[config.mk]
export PLATFORM = sky130hd
export DESIGN_NAME = serial_line_assembler
export DESIGN_NICKNAME = d
export VERILOG_FILES = /design/src/hw/rtl/sla_pkg.sv /design/src/hw/rtl/sla_queue.sv /design/src/hw/rtl/sla_line_buf.sv /design/src/hw/rtl/sla_front.sv /design/src/hw/rtl/sla_back.sv /design/src/hw/rtl/serial_line_assembler.sv
export SDC_FILE = /design/constraint.sdc
export NUM_CORES = 1
export LEC_CHECK = 0
export BUFFER_PORTS_ARGS = -buffer_cell sky130_fd_sc_hd__buf_2
export CAP_MARGIN = 30
export CORE_ASPECT_RATIO = 0.6
export CORE_MARGIN = 2
export CORE_UTILIZATION = 50
export DETAILED_ROUTE_END_ITERATION = 12
export PLACE_DENSITY_LB_ADDON = 0.2
export SYNTH_ARGS = -nofsm -noshare
export SYNTH_HDL_FRONTEND = slang
export SYNTH_HIERARCHICAL = 1
export SYNTH_SLANG_ARGS = --single-unit
[constraint.sdc]
create_clock -name clk_i -period 3.3 [get_ports clk_i]
set_clock_uncertainty 0.15 [all_clocks]
set_input_delay 0.66 -clock clk_i [delete_from_list [all_inputs] [get_ports clk_i]]
set_output_delay 0.66 -clock clk_i [all_outputs]
set_load 0.05 [all_outputs]
[src/hw/rtl/sla_pkg.sv]
package sla_pkg;

  localparam int unsigned LineSizeDef = 64;
  localparam int unsigned CharW       = 8;
  localparam int unsigned OvfW        = 16;

  localparam logic [CharW-1:0] ChCr = 8'd13;
  localparam logic [CharW-1:0] ChLf = 8'd10;

  localparam logic [OvfW-1:0] OvfMax = '1;

  // Bank release from the readout side back to the assembler.
  typedef struct packed {
    logic valid;
    logic bank;
  } rel_t;

  typedef enum logic [3:0] {
    BkIdle = 4'b0001,
    BkRead = 4'b0010,
    BkLoad = 4'b0100,
    BkSend = 4'b1000
  } bk_state_e;

endpackage

[src/hw/rtl/sla_queue.sv]
module sla_queue #(
  parameter int unsigned DataW = 8
) (
  input  logic             clk_i,
  input  logic             rst_ni,
  input  logic             push_i,
  input  logic [DataW-1:0] push_data_i,
  input  logic             pop_i,
  output logic             empty_o,
  output logic [DataW-1:0] pop_data_o
);

  logic [DataW-1:0] entry_q [2];
  logic             wp_q, wp_d;
  logic             rp_q, rp_d;
  logic [1:0]       cnt_q, cnt_d;

  always_comb begin
    wp_d  = push_i ? ~wp_q : wp_q;
    rp_d  = pop_i  ? ~rp_q : rp_q;
    cnt_d = cnt_q + {1'b0, push_i} - {1'b0, pop_i};
  end

  always_ff @(posedge clk_i or negedge rst_ni) begin
    if (!rst_ni) begin
      wp_q  <= 1'b0;
      rp_q  <= 1'b0;
      cnt_q <= 2'd0;
    end else begin
      wp_q  <= wp_d;
      rp_q  <= rp_d;
      cnt_q <= cnt_d;
    end
  end

  always_ff @(posedge clk_i) begin
    if (push_i) begin
      entry_q[wp_q] <= push_data_i;
    end
  end

  assign empty_o    = (cnt_q == 2'd0);
  assign pop_data_o = entry_q[rp_q];

endmodule

[src/hw/rtl/sla_line_buf.sv]
module sla_line_buf #(
  parameter int unsigned AddrW = 7
) (
  input  logic                    clk_i,
  input  logic                    wr_en_i,
  input  logic [AddrW-1:0]        wr_addr_i,
  input  logic [sla_pkg::CharW-1:0] wr_data_i,
  input  logic                    rd_en_i,
  input  logic [AddrW-1:0]        rd_addr_i,
  output logic [sla_pkg::CharW-1:0] rd_data_o
);
  import sla_pkg::*;

  localparam int unsigned Depth = 2 ** AddrW;

  logic [CharW-1:0] mem_q [Depth];
  logic [CharW-1:0] rd_data_q;

  always_ff @(posedge clk_i) begin
    if (wr_en_i) begin
      mem_q[wr_addr_i] <= wr_data_i;
    end
    if (rd_en_i) begin
      rd_data_q <= mem_q[rd_addr_i];
    end
  end

  assign rd_data_o = rd_data_q;

endmodule

[src/hw/rtl/sla_front.sv]
module sla_front #(
  parameter int unsigned LINE_SIZE = 64,
  parameter int unsigned IdxW      = 6,
  parameter int unsigned DescW     = 23
) (
  input  logic                      clk_i,
  input  logic                      rst_ni,
  input  logic                      in_valid_i,
  output logic                      in_ready_o,
  input  logic [sla_pkg::CharW-1:0] in_byte_i,
  input  sla_pkg::rel_t             rel_i,
  output logic                      wr_en_o,
  output logic [IdxW:0]             wr_addr_o,
  output logic [sla_pkg::CharW-1:0] wr_data_o,
  output logic                      push_o,
  output logic [DescW-1:0]          push_data_o
);
  import sla_pkg::*;

  localparam logic [IdxW-1:0] FillMax = IdxW'(LINE_SIZE - 1);

  logic [IdxW-1:0] fill_q, fill_d;
  logic            bank_q, bank_d;
  logic            disc_q, disc_d;
  logic [OvfW-1:0] ovf_q, ovf_d;
  logic [1:0]      busy_q, busy_d;
  logic            acc;
  logic            is_cr;
  logic            is_lf;

  // A bank stays busy from the end of its line until its last beat is sent.
  assign in_ready_o = ~busy_q[bank_q];
  assign acc        = in_valid_i & in_ready_o;
  assign is_cr      = (in_byte_i == ChCr);
  assign is_lf      = (in_byte_i == ChLf);

  always_comb begin
    fill_d  = fill_q;
    bank_d  = bank_q;
    disc_d  = disc_q;
    ovf_d   = ovf_q;
    busy_d  = busy_q;
    wr_en_o = 1'b0;
    push_o  = 1'b0;
    if (rel_i.valid) begin
      busy_d[rel_i.bank] = 1'b0;
    end
    if (acc && !is_cr) begin
      if (is_lf) begin
        if (!disc_q && fill_q != '0) begin
          push_o         = 1'b1;
          busy_d[bank_q] = 1'b1;
          bank_d         = ~bank_q;
        end
        disc_d = 1'b0;
        fill_d = '0;
      end else if (!disc_q) begin
        if (fill_q < FillMax) begin
          wr_en_o = 1'b1;
          fill_d  = fill_q + IdxW'(1);
        end else begin
          // The byte that finds the store full is dropped with the line.
          if (ovf_q != OvfMax) begin
            ovf_d = ovf_q + OvfW'(1);
          end
          disc_d = 1'b1;
          fill_d = '0;
        end
      end
    end
  end

  assign wr_addr_o   = {bank_q, fill_q};
  assign wr_data_o   = in_byte_i;
  assign push_data_o = {bank_q, fill_q, ovf_q};

  always_ff @(posedge clk_i or negedge rst_ni) begin
    if (!rst_ni) begin
      fill_q <= '0;
      bank_q <= 1'b0;
      disc_q <= 1'b0;
      ovf_q  <= '0;
      busy_q <= '0;
    end else begin
      fill_q <= fill_d;
      bank_q <= bank_d;
      disc_q <= disc_d;
      ovf_q  <= ovf_d;
      busy_q <= busy_d;
    end
  end

endmodule

[src/hw/rtl/sla_back.sv]
module sla_back #(
  parameter int unsigned IdxW  = 6,
  parameter int unsigned DescW = 23
) (
  input  logic                      clk_i,
  input  logic                      rst_ni,
  input  logic                      empty_i,
  input  logic [DescW-1:0]          desc_i,
  output logic                      pop_o,
  output logic                      rd_en_o,
  output logic [IdxW:0]             rd_addr_o,
  input  logic [sla_pkg::CharW-1:0] rd_data_i,
  output sla_pkg::rel_t             rel_o,
  output logic                      out_valid_o,
  input  logic                      out_ready_i,
  output logic [sla_pkg::CharW-1:0] out_char_o,
  output logic                      out_last_o,
  output logic [sla_pkg::OvfW-1:0]  out_ovf_o
);
  import sla_pkg::*;

  bk_state_e        state_q, state_d;
  logic             bank_q, bank_d;
  logic [IdxW-1:0]  len_q, len_d;
  logic [IdxW-1:0]  idx_q, idx_d;
  logic [OvfW-1:0]  ovf_q, ovf_d;
  logic [CharW-1:0] char_q, char_d;
  logic             last_q, last_d;
  logic             valid_q, valid_d;

  always_comb begin
    state_d = state_q;
    bank_d  = bank_q;
    len_d   = len_q;
    idx_d   = idx_q;
    ovf_d   = ovf_q;
    char_d  = char_q;
    last_d  = last_q;
    valid_d = valid_q;
    pop_o   = 1'b0;
    rd_en_o = 1'b0;
    rel_o   = '0;
    case (state_q)
      BkIdle: begin
        if (!empty_i) begin
          pop_o   = 1'b1;
          {bank_d, len_d, ovf_d} = desc_i;
          idx_d   = '0;
          state_d = BkRead;
        end
      end
      BkRead: begin
        rd_en_o = 1'b1;
        state_d = BkLoad;
      end
      BkLoad: begin
        char_d  = rd_data_i;
        last_d  = (idx_q == len_q - IdxW'(1));
        valid_d = 1'b1;
        state_d = BkSend;
      end
      BkSend: begin
        if (out_ready_i) begin
          valid_d = 1'b0;
          if (last_q) begin
            rel_o.valid = 1'b1;
            rel_o.bank  = bank_q;
            state_d     = BkIdle;
          end else begin
            idx_d   = idx_q + IdxW'(1);
            state_d = BkRead;
          end
        end
      end
      default: begin
        state_d = BkIdle;
      end
    endcase
  end

  assign rd_addr_o   = {bank_q, idx_q};
  assign out_valid_o = valid_q;
  assign out_char_o  = char_q;
  assign out_last_o  = last_q;
  assign out_ovf_o   = ovf_q;

  always_ff @(posedge clk_i or negedge rst_ni) begin
    if (!rst_ni) begin
      state_q <= BkIdle;
      valid_q <= 1'b0;
    end else begin
      state_q <= state_d;
      valid_q <= valid_d;
    end
  end

  always_ff @(posedge clk_i) begin
    bank_q <= bank_d;
    len_q  <= len_d;
    idx_q  <= idx_d;
    ovf_q  <= ovf_d;
    char_q <= char_d;
    last_q <= last_d;
  end

endmodule

[src/hw/rtl/serial_line_assembler.sv]
// Assembles received serial bytes into text lines.
// Input stream: one byte per beat on s_axis. Carriage return is dropped; newline ends
// the line. Output stream: each non-empty line leaves on m_axis as one beat per
// character, tlast on the final one, with the overflow total beside every character.
// A line longer than LINE_SIZE-1 characters is dropped up to its newline and the
// 16-bit overflow total rises by one, stopping at 65535.
// The input takes one byte per cycle. Lines sit in two banks of the line buffer;
// the readout of one bank overlaps with assembly into the other. Input stalls
// only when the assembler wants a bank whose line has not been fully sent.
// Readout takes each character through a buffer read, an output register load and a
// send, set by the single read port and the output register; the next character is
// not read until the current one has been sent.
// When the receiver stalls, the held beat stays on m_axis and the readout waits;
// assembly continues until both banks hold finished lines.
// Reset clears the line fill, discard mode, the overflow total, and the queue of
// finished lines; buffer contents need no clearing.
module serial_line_assembler #(
  parameter int unsigned LINE_SIZE = sla_pkg::LineSizeDef
) (
  input  logic        clk_i,
  input  logic        rst_ni,
  input  logic        s_axis_tvalid_i,
  output logic        s_axis_tready_o,
  input  logic [7:0]  s_axis_tdata_i,   // [7:0] rx_byte
  output logic        m_axis_tvalid_o,
  input  logic        m_axis_tready_i,
  output logic [23:0] m_axis_tdata_o,   // [7:0] line_char, [23:8] overflow_count
  output logic        m_axis_tlast_o    // last_of_line
);
  import sla_pkg::*;

  localparam int unsigned IdxW  = $clog2(LINE_SIZE);
  localparam int unsigned DescW = 1 + IdxW + OvfW;

  logic             wr_en;
  logic [IdxW:0]    wr_addr;
  logic [CharW-1:0] wr_data;
  logic             rd_en;
  logic [IdxW:0]    rd_addr;
  logic [CharW-1:0] rd_data;
  logic             push;
  logic [DescW-1:0] push_data;
  logic             pop;
  logic             empty;
  logic [DescW-1:0] pop_data;
  rel_t             rel;
  logic [CharW-1:0] out_char;
  logic [OvfW-1:0]  out_ovf;

  sla_front #(
    .LINE_SIZE(LINE_SIZE),
    .IdxW     (IdxW),
    .DescW    (DescW)
  ) u_front (
    .clk_i      (clk_i),
    .rst_ni     (rst_ni),
    .in_valid_i (s_axis_tvalid_i),
    .in_ready_o (s_axis_tready_o),
    .in_byte_i  (s_axis_tdata_i),
    .rel_i      (rel),
    .wr_en_o    (wr_en),
    .wr_addr_o  (wr_addr),
    .wr_data_o  (wr_data),
    .push_o     (push),
    .push_data_o(push_data)
  );

  sla_line_buf #(
    .AddrW(IdxW + 1)
  ) u_buf (
    .clk_i    (clk_i),
    .wr_en_i  (wr_en),
    .wr_addr_i(wr_addr),
    .wr_data_i(wr_data),
    .rd_en_i  (rd_en),
    .rd_addr_i(rd_addr),
    .rd_data_o(rd_data)
  );

  sla_queue #(
    .DataW(DescW)
  ) u_queue (
    .clk_i      (clk_i),
    .rst_ni     (rst_ni),
    .push_i     (push),
    .push_data_i(push_data),
    .pop_i      (pop),
    .empty_o    (empty),
    .pop_data_o (pop_data)
  );

  sla_back #(
    .IdxW (IdxW),
    .DescW(DescW)
  ) u_back (
    .clk_i      (clk_i),
    .rst_ni     (rst_ni),
    .empty_i    (empty),
    .desc_i     (pop_data),
    .pop_o      (pop),
    .rd_en_o    (rd_en),
    .rd_addr_o  (rd_addr),
    .rd_data_i  (rd_data),
    .rel_o      (rel),
    .out_valid_o(m_axis_tvalid_o),
    .out_ready_i(m_axis_tready_i),
    .out_char_o (out_char),
    .out_last_o (m_axis_tlast_o),
    .out_ovf_o  (out_ovf)
  );

  assign m_axis_tdata_o = {out_ovf, out_char};

endmodule

# After elaboration in Yosys (flattened, before gate mapping)
# Memory sizes are Yosys's and may differ from the RTL's. A register that Yosys moved wholly into a read port is not among the register bits.
# Cells that the tools add are included.
[classes] mux=43 shift=0 div=0 n_lt_le_gt_ge=5 n_reduce_logical=17 mul=0 addsub=6 eq_ne=12 n_bitwise=12
[op_table] cell="$mux W6" count=6
[op_table] cell="$mux W1" count=22
[op_table] cell="$add A16 B1 Y16 const B" count=1
[op_table] cell="$eq A8 B4 Y1 const B" count=2
[op_table] cell="$mux W2" count=8
[op_table] cell="$ne A16 B16 Y1 const B" count=1
[op_table] cell="$pmux W4 S4" count=1
[op_table] cell="$add A6 B1 Y6 const B" count=2
[op_table] cell="$pmux W6 S2" count=1
[op_table] cell="$mux W4" count=2
[op_table] cell="$ne A2 B2 Y1 const B" count=4
[op_table] cell="$not A1 Y1" count=8
[op_table] cell="$reduce_and A2 Y1" count=4
[op_table] cell="$eq A6 B6 Y1" count=1
[op_table] cell="$lt A6 B6 Y1 const B" count=1
[op_table] cell="$reduce_bool A6 Y1" count=1
[op_table] cell="$sub A6 B1 Y6 const B" count=1
[op_table] cell="$reduce_and A5 Y1" count=1
[op_table] cell="$eq A4 B1 Y1 const B" count=1
[op_table] cell="$eq A4 B2 Y1 const B" count=1
[op_table] cell="$eq A4 B3 Y1 const B" count=1
[op_table] cell="$eq A4 B4 Y1 const B" count=1
[op_table] cell="$logic_and A1 B1 Y1" count=4
[op_table] cell="$lt A1 B2 Y1 const B" count=2
[op_table] cell="other kinds (14)" count=18
[word_totals] ram_bits=1070 mem_bits_ro=0 reg_bits=50 latchBits=0 out_inout_bits=27 in_bits=12 memories=2 elab_cells=110
[memory_table] memory="u_buf.mem_q" depth=128 width=8 read_ports=1 rd_ports_with_merged_regs=1 wr=1 line_no="sla_line_buf.sv:16" rtl="logic [CharW-1:0] mem_q [Depth];"
[memory_table] memory="u_queue.entry_q" depth=2 width=23 read_ports=1 rd_ports_with_merged_regs=1 wr=1 line_no="sla_queue.sv:13" rtl="logic [DataW-1:0] entry_q [2];"

# Longest topological paths before layout
[depth] depth_word=14 ltp_mapped=9 depth_no_buf=8

# Hierarchy
# The synthesis kept the hierarchy.
[modules_own_cells] mod="sla_line_buf" area_per_inst_um2=39745.6 seq_area_each_um2=30989.7 cells_each=1635 instances=1
[modules_own_cells] mod="sla_queue" area_per_inst_um2=1953.1 seq_area_each_um2=1481.4 cells_each=86 instances=1
[modules_own_cells] mod="sla_back" area_per_inst_um2=1686.6 seq_area_each_um2=1267.5 cells_each=109 instances=1
[modules_own_cells] mod="sla_front" area_per_inst_um2=1581.5 seq_area_each_um2=650.6 cells_each=168 instances=1

# Worst setup path after synthesis
# No wires, ideal clock.
[synth_path] path_type="register to register" start="register u_back.state_q[0]" end="register u_queue.cnt_q[1]" period_less_slack_ns=3.547 required_ns=3.015 t_arrival_ns=3.261 setup_time_ns=0.135 setup_slack_ns=-0.247 path_stages_with_launch=7 path_buffers=0 path_cell_list="dfstp_2 > nand3b_1 > nor3_1 > ha_1 > inv_1 > ha_1 > xor3_1"
[synth_between] elab_chain_cells=3
[synth_rtl] element="start, declared" line_no="sla_back.sv:22" rtl="bk_state_e state_q, state_d;"
[synth_rtl] element="start signal, assigned" line_no="sla_back.sv:89" rtl="state_q <= BkIdle;"
[synth_rtl] element="start signal, assigned" line_no="sla_back.sv:92" rtl="state_q <= state_d;"
[synth_rtl] element="$eq A4 B1 Y1" line_no="sla_back.sv:43" rtl="case (state_q)"
[synth_rtl] element="$mux W1" line_no="sla_back.sv:43"
[synth_rtl] element="via pop" line_no="serial_line_assembler.sv:43" rtl="logic pop;"
[synth_rtl] element="$sub A2 B1 Y2" line_no="sla_queue.sv:21" rtl="cnt_d = cnt_q + {1'b0, push_i} - {1'b0, pop_i};"
[synth_rtl] element="via u_queue.cnt_d[1]" line_no="sla_queue.sv:16" rtl="logic [1:0] cnt_q, cnt_d;"
[synth_rtl] element="end signal, assigned" line_no="sla_queue.sv:32" rtl="cnt_q <= cnt_d;"
[synth_rtl] element="end, declared" line_no="sla_queue.sv:16"
# The timed path passes the listed nets, and every way through them passes these cells.
# A chain may end at the register's enable or synchronous reset.

==> impl_results.rst <==
.. list-table::
   :header-rows: 1

   * - Metric
     - Value
   * - Outcome
     - finished, violations left
   * - Failing checks
     - setup timing
   * - Final setup violation count
     - 8
   * - Count of TritonRoute iterations in the first routing pass
     - 5
   * - Combined buffer and inverter count along the critical path
     - 4
   * - Max-slew violation total from the final report
     - 0
   * - Final worst path period need
     - 3410 ps
   * - Count of flip-flops with a built-in enable after synthesis
     - 1,116
   * - Routability Congestion
     - 0.820
   * - Number of inserted filler cells in the final layout
     - 6,410
   * - Area of the mapped netlist
     - 45,000 µm²
   * - Clock slew at reported path FFs
     - 70 ps
   * - Number of failing hold endpoints at the final stage
     - 0
   * - Sum of negative setup slack
     - -458 ps
   * - Number of core rows
     - 85
   * - Vertical die dimension
     - 236 µm
   * - Crit-path max FO
     - 10
   * - Clock tree from TritonCTS
     - yes
   * - Cell depth of the worst flop-to-flop path
     - 8
   * - Data required time of the worst path
     - 3600 ps
   * - Cell count along the critical path
     - 8
   * - Synthesized net count
     - 2,017
   * - P_int
     - 28.4 mW
   * - Worst ir drop on vdd
     - 0.477 mV
   * - Detailed-route wire length per cell
     - 30.9 µm
   * - Endpoint class of the critical path
     - register
   * - Arrival @ worst endpoint
     - 3700 ps
   * - Post-route DRC
     - 0
   * - Number of top-level pins
     - 39
   * - Die area
     - 92,400 µm²
   * - Yosys warning total
     - 6
   * - CP Launch Type
     - register
   * - Avg Synthesized Cell Area
     - 22.5 µm²
   * - First-pass GRT wire length
     - 153 mm
   * - Area of all placed cells without fillers
     - 51,300 µm²
   * - Net count of the finished layout
     - 2,213
   * - Final antenna-violating net count
     - 0
   * - WL final
     - 107 mm
   * - Cell family contributing the most delay on the critical path
     - multiplexers
   * - Ys flop type
     - sky130_fd_sc_hd__edfxtp_1
   * - Async set-reset flop share out of synthesis
     - 0.0304
   * - Standard cell with the maximum stage delay on the critical path
     - sky130_fd_sc_hd__mux4_2
   * - Largest net degree at the start of global routing
     - 85
   * - Total global routing overflow
     - 0
   * - Clock network fraction of total power
     - 0.290
   * - Number of vias after detailed routing
     - 21,600
   * - Relative slew margins
     - 0.340
   * - CTS H-tree depth
     - 3
   * - Total CTS buffers
     - 99
   * - Cells along the critical path
     - buf_12 -> buf_12 -> buf_16 -> buf_12 -> mux4_2 -> mux4_2 -> mux4_2 -> mux2_2
   * - Worst hold path cell count
     - 2
   * - Worst min path class
     - in2reg
   * - Buffers on Ports
     - 38
   * - Clock insertion delay at the later pin of the skew report
     - 690 ps
   * - Slew at the pin closest to its max-slew limit
     - 990 ps
   * - 1st-iter DRT viols
     - 2,482
   * - Net Switching
     - 11.4 mW
   * - Design Power
     - 39.9 mW
   * - Leakage power summed over all cells
     - 16.2 nW
   * - Logic gate share of total power
     - 0.290
   * - Number of maximum-capacitance violations
     - 0
   * - #FFs+latches synth
     - 1,151
   * - PD cells
     - 777 nW/µm²
   * - Setup CP Type
     - reg2reg
   * - HPWL after detailed placement
     - 67.5 mm
   * - Share of power burned in registers
     - 0.420
   * - Area of placed instances
     - 47,500 µm²
   * - Post-synthesis cell type count
     - 56
   * - CTS Sinks
     - 1,151
   * - Area growth syn-to-layout
     - 14.1%
   * - Root buffer cell
     - sky130_fd_sc_hd__clkbuf_16
   * - Area taken by flip-flops and latches
     - 34,400 µm²
   * - Synth Instances
     - 1,998
   * - Core box area
     - 89,300 µm²
   * - Number of global-route vias before repair
     - 21,100
   * - Bufs on Longest Clock Path
     - 3
   * - Largest stage delay, worst path
     - 610 ps
   * - Layout cell share with drive strength beyond 1
     - 0.354
   * - Share of synthesized area occupied by flip-flops and latches
     - 0.765
   * - RSZ-0062 raised after global routing
     - true
   * - Final worst setup slack
     - -107 ps
   * - Starting utilization of the core area
     - 0.503
   * - Maximum operating frequency
     - 293 MHz
   * - Share of the clock period used by the worst path after layout
     - 1.03
   * - Floorplan die width
     - 391 µm
   * - # diodes
     - 0
   * - Multi-input combinational cell area
     - 10,100 µm²
   * - Global-route usage over all layers
     - 0.233
   * - Vias per Instance
     - 6.26
   * - Switching Fraction
     - 0.287
   * - Number of antenna violations at the first check in global routing
     - 6
[through the flow]
step	util	setup WS [ps]	std cells	hold slack, ps
6_report	0.575	-107	3455	56.7
5_1_grt	0.575	-138	3455	41.2
4_1_cts	0.569	-43.4	3436	8.28
3_5_place_dp	0.532	-181	3245	348
3_3_place_gp	0.531	-148	3240	335
2_1_floorplan	-	62.9	1998	214
[worst paths after layout]
kind	start	endpoint	slack [ps]
max reg2reg	u_back/idx_q[0]	u_buf/rd_data_o[1]	-110
max in group asynchronous	rst_ni	u_front/fill_q[4]	1990
min	m_axis_tready_i	u_back/state_q[3]	60
min reg2reg	u_front/busy_q[1]	u_front/busy_q[1]	370
min in group asynchronous	rst_ni	u_back/state_q[2]	450
max	u_back/idx_q[0]	u_buf/rd_data_o[1]	-110
[layout by cell type (no fill, tap or decap), types with 23 or more instances in the layout]
cell and count:
sky130_fd_sc_hd__nor2_1 70, sky130_fd_sc_hd__buf_4 123, sky130_fd_sc_hd__clkbuf_16 104, sky130_fd_sc_hd__nand2_1 34, sky130_fd_sc_hd__mux4_2 336, sky130_fd_sc_hd__dfrtp_1 34, sky130_fd_sc_hd__buf_12 29, sky130_fd_sc_hd__edfxtp_1 1116
sky130_fd_sc_hd__buf_2 30, sky130_fd_sc_hd__nor2_2 73, sky130_fd_sc_hd__mux2_4 23, sky130_fd_sc_hd__nand3_1 27, sky130_fd_sc_hd__clkbuf_1 24
[logic make-up after synthesis]
logic type / synth area share
flip-flops: 0.765
multiplexers: 0.178
AO/OA/AOI/OAI: 0.00431
adder cells (fa/ha/maj): 0.00195
XOR/XNOR: 0.00637
AND/OR/NAND/NOR: 0.0298
buffers and inverters: 0.0146
[power groups by stage]
stage	clock [mW]	combinational [mW]	sequential (mW)
after global placement	0	10.8	17.0
after CTS	11.8	11.1	16.7
final	11.6	11.6	16.7
after floorplan	0	6.69	17.4
after detailed placement	0	10.9	17.1
after global routing	12.4	12.1	16.8
[timing repair]
action,4_1_cts,5_1_grt
setup endpoints to repair,60,613
gates resized for setup,13,88
pin swaps,0,0
buffers inserted,1,14
endpoints found under the hold margin,34,0
hold buffers,1,0
gates cloned,1,5
[synthesized netlist by cell type (all sizes together), types with 2 or more instances]
cell type | n | area [µm²]
dfrtp | 34 | 851
o21ai | 9 | 45.0
clkbuf | 45 | 169
nand3b | 2 | 15.0
nand4 | 11 | 68.8
nand2b | 7 | 43.8
nor2b | 8 | 50.1
o211ai | 3 | 27.5
nand2 | 35 | 134
ha | 7 | 87.6
and2 | 3 | 18.8
nor3 | 22 | 110
nor4b | 2 | 23.8
and3 | 8 | 50.1
mux2 | 33 | 447
buf | 66 | 427
nand3 | 29 | 155
xor2 | 21 | 184
edfxtp | 1116 | 33500
nor4 | 7 | 56.3
nor2 | 144 | 548
or3 | 2 | 12.5
inv | 15 | 56.3
a21oi | 7 | 35.0
or4 | 2 | 22.5
mux4 | 336 | 7570
o211a | 2 | 27.5
xnor2 | 9 | 78.8
[cell type report]
type | instances | area share
multi-input combinational | 720 | 0.197
clock inverter | 61 | 0.0108
sequential | 1151 | 0.670
tap | 1174 | 0.0286
inverter | 16 | 0.00119
clock buffer | 127 | 0.0515
timing repair buffer | 206 | 0.0403
[worst reg2reg max path: stages, from the launching register on]
cell and delay, ps:
sky130_fd_sc_hd__edfxtp_1 460, sky130_fd_sc_hd__buf_12 190, sky130_fd_sc_hd__buf_12 170, sky130_fd_sc_hd__buf_16 180
sky130_fd_sc_hd__buf_12 120, sky130_fd_sc_hd__mux4_2 500, sky130_fd_sc_hd__mux4_2 610, sky130_fd_sc_hd__mux4_2 510
sky130_fd_sc_hd__mux2_2 280
[routing by layer]
metal | routed length, µm | track usage | vias up | part of all wire
met3 | 11600 | 0.0582 | 108 | 0.11
met4 | 1500 | 0.0488 | 0 | 0.014
li1 | - | - | 8758 | -
met2 | 45300 | 0.309 | 1039 | 0.42
met5 | 0 | 0 | - | 0
met1 | 48400 | 0.388 | 11700 | 0.45
[sequential cells by signal, indices dropped and copies added (netlist names), 4 cells and up]
| register | flops |
|---|---|
| u_buf/mem_q | 1024 |
| u_queue/entry_q | 46 |
| u_back/out_ovf_o | 16 |
| u_front/ovf_q | 16 |
| u_back/out_char_o | 8 |
| u_buf/rd_data_o | 8 |
| u_back/idx_q | 6 |
| u_back/len_q | 6 |
| u_front/fill_q | 6 |
| u_back/state_q | 4 |
(Power assumes the default switching activity.)
